$ cat config.mk
export PLATFORM = sky130hd
export DESIGN_NAME = small_isa_instruction_executor
export DESIGN_NICKNAME = d
export VERILOG_FILES = /design/src/hw/rtl/sie_pkg.sv /design/src/hw/rtl/sie_regfile.sv /design/src/hw/rtl/sie_alu.sv /design/src/hw/rtl/small_isa_instruction_executor.sv
export VERILOG_INCLUDE_DIRS = /design/src /design/src/hw/rtl
export SDC_FILE = /design/constraint.sdc
export NUM_CORES = 1
export LEC_CHECK = 0
export ABC_AREA = 0
export BUFFER_PORTS_ARGS = -buffer_cell sky130_fd_sc_hd__buf_2
export CORE_AREA = 2 2 323 197
export DETAILED_ROUTE_END_ITERATION = 12
export DIE_AREA = 0 0 325 199
export MAX_ROUTING_LAYER = met4
export PLACE_DENSITY = 0.47
export SYNTH_ARGS = -nofsm -noshare
export SYNTH_HDL_FRONTEND = slang
export SYNTH_HIERARCHICAL = 1
export SYNTH_SLANG_ARGS = --single-unit
export TNS_END_PERCENT = 1
$ cat constraint.sdc
create_clock -name clk -period 6.45 [get_ports clk]
set_clock_uncertainty 0.15 [all_clocks]
set_input_delay 1.6125 -clock clk [delete_from_list [all_inputs] [get_ports clk]]
set_output_delay 1.6125 -clock clk [all_outputs]
set_load 0.01 [all_outputs]
$ cat src/hw/rtl/assert_macros.svh
// ---------------------------------------------------------------------------
// Assertion macros
// Concurrent property helpers used by the RTL; empty when SYNTHESIS is set.
// ---------------------------------------------------------------------------
`ifndef ASSERT_MACROS_SVH
`define ASSERT_MACROS_SVH

`ifndef SYNTHESIS

// Same-cycle implication, disabled during reset.
`define ASSERT_IMPLIES(label, clk, rst_n, ante, cons) \
    label: assert property (@(posedge clk) disable iff (!rst_n) (ante) |-> (cons)) \
        else $error("assertion failed: same-cycle implication");

// Next-cycle implication, disabled during reset.
`define ASSERT_NEXT(label, clk, rst_n, ante, cons) \
    label: assert property (@(posedge clk) disable iff (!rst_n) (ante) |=> (cons)) \
        else $error("assertion failed: next-cycle implication");

`else

`define ASSERT_IMPLIES(label, clk, rst_n, ante, cons)
`define ASSERT_NEXT(label, clk, rst_n, ante, cons)

`endif

`endif

$ cat src/hw/rtl/sie_pkg.sv
// ---------------------------------------------------------------------------
// sie_pkg
// Shared types and constants of the instruction executor.
// ---------------------------------------------------------------------------
`default_nettype none

package sie_pkg;

    localparam int DATA_W    = 16;
    localparam int NUM_REGS  = 8;
    localparam int RIDX_W    = $clog2(NUM_REGS);
    // Program memory depth; power of two, 2 .. 4096.
    localparam int MEM_DEPTH = 256;
    localparam int PC_W      = (MEM_DEPTH > 2) ? $clog2(MEM_DEPTH) : 1;
    localparam int IMM_W     = 8;
    localparam int OFS_W     = 12;
    localparam int NPC_W     = 8;

    typedef enum logic [1:0] {
        FMT_R0 = 2'd0,
        FMT_I  = 2'd1,
        FMT_J  = 2'd2,
        FMT_R3 = 2'd3
    } fmt_t;

    typedef enum logic [2:0] {
        OP_ADD = 3'd0,
        OP_SUB = 3'd1,
        OP_AND = 3'd2,
        OP_OR  = 3'd3,
        OP_XOR = 3'd4,
        OP_SHL = 3'd5,
        OP_SHR = 3'd6,
        OP_CMP = 3'd7
    } op_t;

    // Jump conditions and compare codes.
    localparam logic [1:0] COND_EQ = 2'd0;
    localparam logic [1:0] COND_GT = 2'd1;
    localparam logic [1:0] COND_LT = 2'd2;

    localparam logic [DATA_W-1:0] CMP_EQ = 16'h0000;
    localparam logic [DATA_W-1:0] CMP_GT = 16'h0001;
    localparam logic [DATA_W-1:0] CMP_LT = 16'h0002;

    // Register file write request.
    typedef struct packed {
        logic              en;
        logic [RIDX_W-1:0] addr;
        logic [DATA_W-1:0] data;
    } rf_wr_t;

endpackage

`default_nettype wire

$ cat src/hw/rtl/sie_regfile.sv
// ---------------------------------------------------------------------------
// sie_regfile
// 8 x 16 register file, two registered read ports, one write port.
// ---------------------------------------------------------------------------
`default_nettype none

module sie_regfile (
    input  wire logic                         clk,
    input  wire logic                         rst_n,
    input  wire logic                         rd_en,
    input  wire logic [sie_pkg::RIDX_W-1:0]   rd_addr_a,
    input  wire logic [sie_pkg::RIDX_W-1:0]   rd_addr_b,
    input  wire sie_pkg::rf_wr_t              wr,
    output logic      [sie_pkg::DATA_W-1:0]   rd_data_a,
    output logic      [sie_pkg::DATA_W-1:0]   rd_data_b
);

    logic [sie_pkg::DATA_W-1:0]   mem [0:sie_pkg::NUM_REGS-1];
    // Entries never written read as zero.
    logic [sie_pkg::NUM_REGS-1:0] vld_reg;
    logic [sie_pkg::DATA_W-1:0]   rda_reg;
    logic [sie_pkg::DATA_W-1:0]   rdb_reg;

    always_ff @(posedge clk or negedge rst_n)
    begin
        if (!rst_n)
        begin
            vld_reg <= '0;
        end
        else if (wr.en)
        begin
            vld_reg[wr.addr] <= 1'b1;
        end
    end

    // Read returns the old contents on a same-address write; the caller bypasses.
    always_ff @(posedge clk)
    begin
        if (wr.en)
        begin
            mem[wr.addr] <= wr.data;
        end
        if (rd_en)
        begin
            rda_reg <= vld_reg[rd_addr_a] ? mem[rd_addr_a] : '0;
            rdb_reg <= vld_reg[rd_addr_b] ? mem[rd_addr_b] : '0;
        end
    end

    assign rd_data_a = rda_reg;
    assign rd_data_b = rdb_reg;

endmodule

`default_nettype wire

$ cat src/hw/rtl/sie_alu.sv
// ---------------------------------------------------------------------------
// sie_alu
// 16-bit ALU: add, sub, logic ops, shifts, unsigned three-way compare.
// ---------------------------------------------------------------------------
`default_nettype none

module sie_alu (
    input  wire sie_pkg::op_t                op,
    input  wire logic [sie_pkg::DATA_W-1:0]  a,
    input  wire logic [sie_pkg::DATA_W-1:0]  b,
    output logic      [sie_pkg::DATA_W-1:0]  y
);

    logic [3:0] sh;

    assign sh = b[3:0];   // shift amount modulo 16

    always_comb
    begin
        case (op)
            sie_pkg::OP_ADD: y = a + b;
            sie_pkg::OP_SUB: y = a - b;
            sie_pkg::OP_AND: y = a & b;
            sie_pkg::OP_OR:  y = a | b;
            sie_pkg::OP_XOR: y = a ^ b;
            sie_pkg::OP_SHL: y = a << sh;
            sie_pkg::OP_SHR: y = a >> sh;
            sie_pkg::OP_CMP:
            begin
                if (a == b)
                begin
                    y = sie_pkg::CMP_EQ;
                end
                else if (a > b)
                begin
                    y = sie_pkg::CMP_GT;
                end
                else
                begin
                    y = sie_pkg::CMP_LT;
                end
            end
            default: y = '0;
        endcase
    end

endmodule

`default_nettype wire

$ cat src/hw/rtl/small_isa_instruction_executor.sv
// ---------------------------------------------------------------------------
// small_isa_instruction_executor
// Executes one 16-bit instruction per input beat, reports Rx and the next PC.
// ---------------------------------------------------------------------------
// One instruction beat goes in, one result beat comes out, in order. A new
// instruction can be accepted every cycle while out_stall does not hold back
// a full output register, so the sustained rate is then one beat per clock.
// A result beat passes through the execute stage and then the output
// register before it is offered. The register file is a synchronous RAM
// read at the accept edge (Rx and Ry), and the ALU result is written back
// when the instruction leaves the execute stage, so the read/write overlap
// between neighboring instructions is closed by a bypass register holding
// the most recent write. The PC and compare register are flops updated when
// the instruction leaves the execute stage; a jump in the next instruction
// therefore sees the compare value left by the one before it with no
// bubble. A result waiting behind out_stall does not block the next accept;
// in_stall rises only when the execute stage is full and the output register
// holds a beat that out_stall is holding back. The PC wraps at the program
// memory depth (a power of two); next_pc carries its low 8 bits.
// ---------------------------------------------------------------------------
`default_nettype none
`include "assert_macros.svh"

module small_isa_instruction_executor (
    input  wire logic                        clk,
    input  wire logic                        rst_n,
    input  wire logic                        in_valid,
    output logic                             in_stall,
    input  wire logic [15:0]                 instruction_word,
    output logic                             out_valid,
    input  wire logic                        out_stall,
    output logic      [15:0]                 result_value,
    output logic      [sie_pkg::NPC_W-1:0]   next_pc
);

    localparam int DW = sie_pkg::DATA_W;
    localparam int PW = sie_pkg::PC_W;
    localparam int SW = sie_pkg::OFS_W + 1;   // jump sum width

    // -------- handshake --------
    logic accept;
    logic adv;            // execute stage moves into the output register

    // -------- execute stage --------
    logic        s1_vld_reg, s1_vld_next;
    logic [15:0] s1_instr_reg;

    // -------- architectural state --------
    logic [PW-1:0] pc_reg, pc_next;
    logic [DW-1:0] cmp_reg;

    // -------- bypass of the most recent register write --------
    logic                       fwd_vld_reg;
    logic [sie_pkg::RIDX_W-1:0] fwd_addr_reg;
    logic [DW-1:0]              fwd_data_reg;

    // -------- output register --------
    logic                      out_vld_reg, out_vld_next;
    logic [DW-1:0]             result_reg;
    logic [sie_pkg::NPC_W-1:0] npc_reg;

    // -------- decode / datapath --------
    sie_pkg::fmt_t              fmt;
    sie_pkg::op_t               op;
    logic [sie_pkg::RIDX_W-1:0] rx, ry;
    logic [1:0]                 cond;
    logic [sie_pkg::OFS_W-1:0]  offset;
    logic [DW-1:0]              rf_a, rf_b;
    logic [DW-1:0]              opnd_a, opnd_b, alu_b, alu_y;
    logic [DW-1:0]              want;
    logic                       taken;
    logic [SW-1:0]              jump_sum;
    logic [DW-1:0]              rx_after;
    sie_pkg::rf_wr_t            rf_wr;

    // Execute stage may hand off when the output register is free or draining.
    assign adv      = !out_vld_reg || !out_stall;
    assign in_stall = s1_vld_reg && !adv;
    assign accept   = in_valid && !in_stall;

    // Register file: read addresses come straight from the input beat.
    sie_regfile u_regfile (
        .clk       (clk),
        .rst_n     (rst_n),
        .rd_en     (accept),
        .rd_addr_a (instruction_word[15:13]),
        .rd_addr_b (instruction_word[12:10]),
        .wr        (rf_wr),
        .rd_data_a (rf_a),
        .rd_data_b (rf_b)
    );

    // Decode of the instruction held in execute.
    assign fmt    = sie_pkg::fmt_t'(s1_instr_reg[1:0]);
    assign op     = sie_pkg::op_t'(s1_instr_reg[4:2]);
    assign rx     = s1_instr_reg[15:13];
    assign ry     = s1_instr_reg[12:10];
    assign cond   = s1_instr_reg[3:2];
    assign offset = s1_instr_reg[15:4];

    // RAM data is one write stale when the previous instruction wrote that reg.
    assign opnd_a = (fwd_vld_reg && (fwd_addr_reg == rx)) ? fwd_data_reg : rf_a;
    assign opnd_b = (fwd_vld_reg && (fwd_addr_reg == ry)) ? fwd_data_reg : rf_b;

    // I-type uses the zero-extended 8-bit immediate.
    assign alu_b = (fmt == sie_pkg::FMT_I) ? DW'(s1_instr_reg[12:5]) : opnd_b;

    sie_alu u_alu (
        .op (op),
        .a  (opnd_a),
        .b  (alu_b),
        .y  (alu_y)
    );

    // Jump condition: code 3 falls back to equal.
    always_comb
    begin
        case (cond)
            sie_pkg::COND_GT: want = sie_pkg::CMP_GT;
            sie_pkg::COND_LT: want = sie_pkg::CMP_LT;
            default:          want = sie_pkg::CMP_EQ;
        endcase
    end

    assign taken    = (cmp_reg == want);
    assign jump_sum = SW'(pc_reg) + SW'(offset);

    // Next PC and register write-back.
    always_comb
    begin
        pc_next    = pc_reg + PW'(1);
        rx_after   = alu_y;
        rf_wr.en   = s1_vld_reg && adv;
        rf_wr.addr = rx;
        rf_wr.data = alu_y;
        case (fmt) inside
            sie_pkg::FMT_J:
            begin
                rf_wr.en = 1'b0;
                rx_after = opnd_a;
                if (taken)
                begin
                    pc_next = jump_sum[PW-1:0];
                end
            end
            sie_pkg::FMT_I, sie_pkg::FMT_R0, sie_pkg::FMT_R3:
            begin
                rx_after = alu_y;
            end
            default:
            begin
                rx_after = alu_y;
            end
        endcase
    end

    // -------- control registers --------
    always_comb
    begin
        s1_vld_next = s1_vld_reg;
        if (accept)
        begin
            s1_vld_next = 1'b1;
        end
        else if (adv)
        begin
            s1_vld_next = 1'b0;
        end

        out_vld_next = out_vld_reg;
        if (s1_vld_reg && adv)
        begin
            out_vld_next = 1'b1;
        end
        else if (!out_stall)
        begin
            out_vld_next = 1'b0;
        end
    end

    always_ff @(posedge clk or negedge rst_n)
    begin
        if (!rst_n)
        begin
            s1_vld_reg  <= 1'b0;
            out_vld_reg <= 1'b0;
            fwd_vld_reg <= 1'b0;
            pc_reg      <= '0;
            cmp_reg     <= '0;
        end
        else
        begin
            s1_vld_reg  <= s1_vld_next;
            out_vld_reg <= out_vld_next;
            if (rf_wr.en)
            begin
                fwd_vld_reg <= 1'b1;
            end
            if (s1_vld_reg && adv)
            begin
                pc_reg  <= pc_next;
                cmp_reg <= rx_after;
            end
        end
    end

    // -------- payload registers --------
    always_ff @(posedge clk)
    begin
        if (accept)
        begin
            s1_instr_reg <= instruction_word;
        end
        if (rf_wr.en)
        begin
            fwd_addr_reg <= rf_wr.addr;
            fwd_data_reg <= rf_wr.data;
        end
        if (s1_vld_reg && adv)
        begin
            result_reg <= rx_after;
            npc_reg    <= sie_pkg::NPC_W'(pc_next);
        end
    end

    assign out_valid    = out_vld_reg;
    assign result_value = result_reg;
    assign next_pc      = npc_reg;

    // -------- assertions --------
    // A written register shows up as the next result.
    `ASSERT_NEXT(a_wr_is_result, clk, rst_n, rf_wr.en, result_value == $past(rf_wr.data))
    // Compare register always mirrors the pending result.
    `ASSERT_IMPLIES(a_cmp_tracks, clk, rst_n, out_vld_reg, cmp_reg == result_reg)
    // PC moves only when an instruction retires.
    `ASSERT_NEXT(a_pc_hold, clk, rst_n, !(s1_vld_reg && adv), $stable(pc_reg))

endmodule

`default_nettype wire
== Word-level counts from Yosys, hierarchy flattened ==
Memories as Yosys holds them, arrays and structs flattened. A register that Yosys moved wholly into a read port is not among the register bits.
Cells that the tools add are included.

* $add $sub $neg: 4
* $mul: 0
* Divide/modulo/power cells: 0
* Order comparisons: 5
* Eq/ne operators: 16
* Shift-type cells: 2
* Mux-type cells: 23
* Bitwise operators: 4
* Reduce and logical (&&, ||, !) cells: 15

{| class="wikitable"
|+ Operator list
! cell !! number
|-
| 16-bit one-hot mux with 8 select lines || 1
|-
| 16-bit 2-to-1 mux || 5
|-
| 16-bit equality test || 2
|-
| 16-bit adder || 1
|-
| 16-bit bitwise AND || 1
|-
| 16-bit greater-than comparator || 1
|-
| 8-bit 2-to-1 mux || 2
|-
| 16-bit OR || 1
|-
| 16-bit by 4-bit left shift with 16-bit output || 1
|-
| 16-bit by 4-bit right shift with 16-bit output || 1
|-
| 16-bit subtractor || 1
|-
| 16-bit bitwise XOR || 1
|-
| 3-bit equality test, second input constant || 4
|-
| 3-bit by 4-bit < comparator with 1-bit output, second input constant || 3
|-
| 1-bit 2-to-1 mux || 10
|-
| 8-bit by 1-bit adder with 8-bit output, second input constant || 1
|-
| 8-bit adder || 1
|-
| 8-bit OR || 1
|-
| 1-bit binary-select mux with 3-bit select || 2
|-
| 3-bit by 2-bit equality test with 1-bit output, second input constant || 2
|-
| 3-bit equality test || 2
|-
| 1-bit logical AND || 6
|-
| 1-bit zero test || 6
|-
| 2-bit by 1-bit equality test with 1-bit output, second input constant || 2
|-
| 10 further kinds || 11
|}

* Flip-flop bits (word level): 94
* Bits in latches: 0
* RAM bits: 128
* Memory bits (read-only): 0
* Input port bits: 20
* Output and inout bits: 26
* Word-level logic and storage cells: 81
* Memories kept: 1

{| class="wikitable"
|+ Memory list
! memory !! words !! bits a word !! read ports !! clocked after memory_dff !! write ports !! line !! source
|-
| u_regfile.mem || 8 || 16 || 2 || 2 || 1 || sie_regfile.sv:18 || <nowiki>logic [sie_pkg::DATA_W-1:0] mem [0:sie_pkg::NUM_REGS-1];</nowiki>
|}

== Longest topological paths before layout ==
* Depth after elaboration: 9
* Gate-level depth with buffers: 18
* Depth with buffers taken out: 16

== Cells and area by module ==
Netlist, hierarchy kept.

{| class="wikitable"
|+ Modules (own cells, without submodules)
! module !! times used !! cells each !! area an instance (um^2) !! seq. area each (um^2)
|-
| sie_regfile || 1 || 345 || 7255.7 || 5004.8
|-
| small_isa_instruction_executor || 1 || 374 || 4249.1 || 2447.3
|-
| sie_alu || 1 || 551 || 3761.1 || 0.0
|}

== Least setup slack after synthesis ==
Ideal clock, no wire load.

* Path type: input port to flip-flop
* Start point: input port out_stall
* End point: memory u_regfile/mem[2][0] (netlist name) (enable)
* Data arrival time: 4555 ps
* Data required time: 5889 ps
* Slack: 1335 ps
* Cell stages on the path: 6
* Path buffers: 2
* Cell sequence: a21bo_2 > clkbuf_1 > clkbuf_1 > nor2_1 > nand2_1 > nor3_1

{| class="wikitable"
|+ RTL lines
! what !! line !! source
|-
| start: declaration || small_isa_instruction_executor.sv:31 || <nowiki>input wire logic out_stall,</nowiki>
|-
| end: declaration || sie_regfile.sv:18 ||
|}

== Worst setup path in the final report ==
* Start point: register s1_instr_reg[15]
* End point: register cmp_reg[13]

* Longest elaborated chain between the ends: 6
* Elaborated cells on any way between the ends: 12
* Classes of those cells: add/sub: 2; eq/ne: 1; shift: 2; mux: 3; bitwise: 3; reduce/logical: 1

{| class="wikitable"
|+ RTL lines
! what !! line !! source
|-
| start: declaration || small_isa_instruction_executor.sv:46 || <nowiki>logic [15:0] s1_instr_reg;</nowiki>
|-
| start signal: assignment || small_isa_instruction_executor.sv:212 || <nowiki>s1_instr_reg <= instruction_word;</nowiki>
|-
| 3-bit equality test (*) || small_isa_instruction_executor.sv:102 || <nowiki>assign opnd_a = (fwd_vld_reg && (fwd_addr_reg == rx)) ? fwd_data_reg : rf_a;</nowiki>
|-
| 1-bit logical AND (*) || small_isa_instruction_executor.sv:102 ||
|-
| 16-bit 2-to-1 mux (*) || small_isa_instruction_executor.sv:102 ||
|-
| via opnd_a[1] || small_isa_instruction_executor.sv:69 || <nowiki>logic [DW-1:0] opnd_a, opnd_b, alu_b, alu_y;</nowiki>
|-
| 16-bit subtractor, or another cell as far along || sie_alu.sv:22 || <nowiki>sie_pkg::OP_SUB: y = a - b;</nowiki>
|-
| 16-bit one-hot mux with 8 select lines (*) || sie_alu.sv:20 || <nowiki>case (op)</nowiki>
|-
| via alu_y[13] || small_isa_instruction_executor.sv:69 ||
|-
| 16-bit 2-to-1 mux (*) || small_isa_instruction_executor.sv:136 || <nowiki>case (fmt) inside</nowiki>
|-
| end signal: assignment || small_isa_instruction_executor.sv:202 || <nowiki>cmp_reg <= rx_after;</nowiki>
|-
| end: declaration || small_isa_instruction_executor.sv:50 || <nowiki>logic [DW-1:0] cmp_reg;</nowiki>
|}

Mark *: on every way through the listed nets, which the timed path passes. The rest lies on a longest branch.
A chain may end at the register's enable or synchronous reset.

==> out/qor.txt <==
setup slack, reg-to-reg = 0.93 ns
Die X = 325 um
complex-gate fraction of the synthesized area = 0.118
H-tree levels = 1
full die area = 64,700 um^2
status = completed
antenna viol nets, final = 0
top_reg_cell synth = edfxtp_1
setup tns final = 0 ns
top-area cell type share of the netlist area = 0.431
initial drt markers = 1,319
worst setup margin = 0.926 ns
DP Worst Slack = 1.08 ns
sequential element share of the synthesized area = 0.488
Final nets = 1,377
CTS resizes = 0
top area cells in the synthesized netlist = edfxtp_1, mux4_2, dfrtp_1, mux2i_1, ha_1
Critical path buffers and inverters = 2
Synth warnings = 6
CP Class = flop to flop
Biggest register = u_regfile/mem
CTS max path bufs = 3
number of global-route vias before repair = 10,700
CP delay by family, top = compound AO/OA/AOI/OAI gates
Post-Layout Cell Count = 2,156
Seq pwr share = 0.404
routability-driven placement congestion ratio = 0.968
Slowest cell on crit path = o311ai_0
Setup Fix Bufs, Post-CTS = 0
CORE AREA = 61,900 um^2
Worst VDD drop = 0.000177 V
first-pass iteration count of the detailed router = 9
Max-Cap Viols = 0
Post-Syn Area = 15,300 um^2
Net Switching = 0.00193 W
via count = 10,900
Placed Area = 16,400 um^2
Root Driver = clkbuf_16
DP Wirelength = 36.3 mm
top post-synthesis cells by count = edfxtp_1, nor2_1, mux2i_1, mux4_2, nand2_1
die height = 199 um
Placed Cells = 2,109
Final Instance Area = 17,200 um^2
Clk pwr share = 0.265
largest family of logic cells by synthesized area = multiplexers
Worst Path Required = 6.75 ns
Core Rows = 71
total wire length = 49.9 mm
max-slew violations = 0
area leader, netlist = edfxtp_1
period utilisation layout = 0.856
FMAX = 181 MHz
Synth Area in Adders = 0.0507
Worst Setup End Kind = flop
clk sinks = 254
area grow syn2layout = 12.5%
I/O pins = 46
max reg flops = 128
relative slew slack = 0.0648
initial antenna violation count = 2
syn_area_per_cell = 12.0 um^2
post-synthesis simple-gate area fraction = 0.109
Via-to-Cell Ratio = 5.07
CTS Buf Count = 25
EDFF count, synth = 219
Power per Cell Area = 313 nW/um^2
Tmin final = 5.52 ns
syn_nets = 1,350
P_int = 0.00343 W
endpoints failing setup = 0
Clock Latency Late Sink = 0.56 ns
Pleak = 6.16 nW
most common cell in the netlist = edfxtp_1
layout cells sized above 1 = 0.195
Mapped Cells = 1,270
port bufs = 45
total track usage = 0.159
worst min path class = flop to flop
CTS tree = built
switching share of total power = 0.360
CP max FO = 10
Routed wire per std cell = 23.2 um
largest net degree at the start of global routing = 49
hold_buf cts = 0
startpoint types = flop
DRC viols = 0
ys async rst share = 0.138
Initial Utilization = 0.247
post-synthesis register bit count = 254
GRT overflow = 0
Post-Synth XOR/XNOR Area = 0.0138
crit-path cells = xnor2_1, nand4_1, mux2_2, inv_1, ha_1, a211oi_1, nor2_1, o311ai_0, o211ai_1, a21oi_1, xnor2_1, o21ai_0, buf_4, nor2_1, o31ai_1
RSZ-0062 raised after global routing = no
first-pass GRT wire length = 74.2 mm
slowest cell delay on critical path = 0.89 ns
clock-pin slew on the worst setup and hold paths = 0.06 ns
worst-margin pin slew = 1.39 ns
final hold vios = 0
post-synthesis mux area share = 0.178
Worst EP arrival = 5.82 ns
post-synth cell types = 88
combinational power share = 0.331
## power by group through the flow
stage	sequential, W	clock [W]	combinational, W
detailed placement	0.00220	0	0.00173
CTS	0.00217	0.00147	0.00174
finish	0.00217	0.00142	0.00178
global route	0.00219	0.00153	0.00193
floorplan	0.00216	0	0.00118
global placement	0.00220	0	0.00173
## path summary, 6_finish.rpt
path / startpoint / endpoint / cells after the start
worst max-delay path: s1_instr_reg[15]$_DFFE_PP_ / cmp_reg[13]$_DFFE_PN0P_ / 15
worst min-delay path: cmp_reg[10]$_DFFE_PN0P_ / cmp_reg[10]$_DFFE_PN0P_ / 2
worst max register to register: s1_instr_reg[15]$_DFFE_PP_ / cmp_reg[13]$_DFFE_PN0P_ / 15
worst min register to register: cmp_reg[10]$_DFFE_PN0P_ / cmp_reg[10]$_DFFE_PN0P_ / 2
max in group asynchronous: rst_n / cmp_reg[13]$_DFFE_PN0P_ / 2
min in group asynchronous: rst_n / s1_vld_reg$_DFFE_PN0P_ / 2
## worst min-delay path: stages (launching register included)
cell and delay, ns:
dfrtp_1 0.35, nand2_1 0.05, o31ai_1 0.05
## cell usage in the layout (no fill, tap or decap), drive strengths merged, types with 5 or more instances in the layout
cell type,instances
a211o,6
a211oi,16
a21o,6
a21oi,61
a221oi,5
a222oi,7
and2,7
buf,76
clkbuf,33
clkinv,11
dfrtp,35
edfxtp,219
ha,57
inv,59
mux2,26
mux2i,76
mux4,73
nand2,69
nand2b,19
nand3,10
nand4,7
nor2,165
nor2b,11
nor3,28
nor4,10
o211ai,10
o21a,8
o21ai,57
o21bai,7
o22ai,8
o31ai,23
or2,12
or3,7
xnor2,16
xor2,8
## layout make-up
class                      count  area [um^2]
antenna                        1         2.50
clock inverter                13         95.1
tap                          839         1050
multi-input combinational    881         7220
timing repair buffer          76          458
clock buffer                  33          666
sequential                   254         7450
fill                        6398        44800
inverter                      59          224
## metal layers
layer / part of all wire / vias up / global-route usage
met4: 0.010 / 0 / 0.0168
li1: - / 4899 / -
met1: 0.52 / 5576 / 0.248
met5: 0 / - / -
met3: 0.099 / 42 / 0.0485
met2: 0.37 / 421 / 0.200
## cells by family (layout without fill, tap and decap cells)
group,after synthesis,count (layout)
multiplexers,175,175
AND/OR/NAND/NOR,359,359
flip-flops,254,254
XOR/XNOR,24,24
buffers and inverters,135,181
adder cells (fa/ha/maj),60,60
AO/OA/AOI/OAI,263,263
other,0,1
## stage by stage
stage | utilization | hold WS [ns] | total power, W
4_1_cts | 0.277 | 0.337 | 0.00537
6_report | 0.277 | 0.334 | 0.00537
5_1_grt | 0.277 | 0.355 | 0.00564
3_3_place_gp | 0.265 | 0.303 | 0.00392
3_5_place_dp | 0.265 | 0.322 | 0.00393
2_1_floorplan | - | 0.291 | 0.00335
No activity file was read; power rests on OpenSTA's default activity.
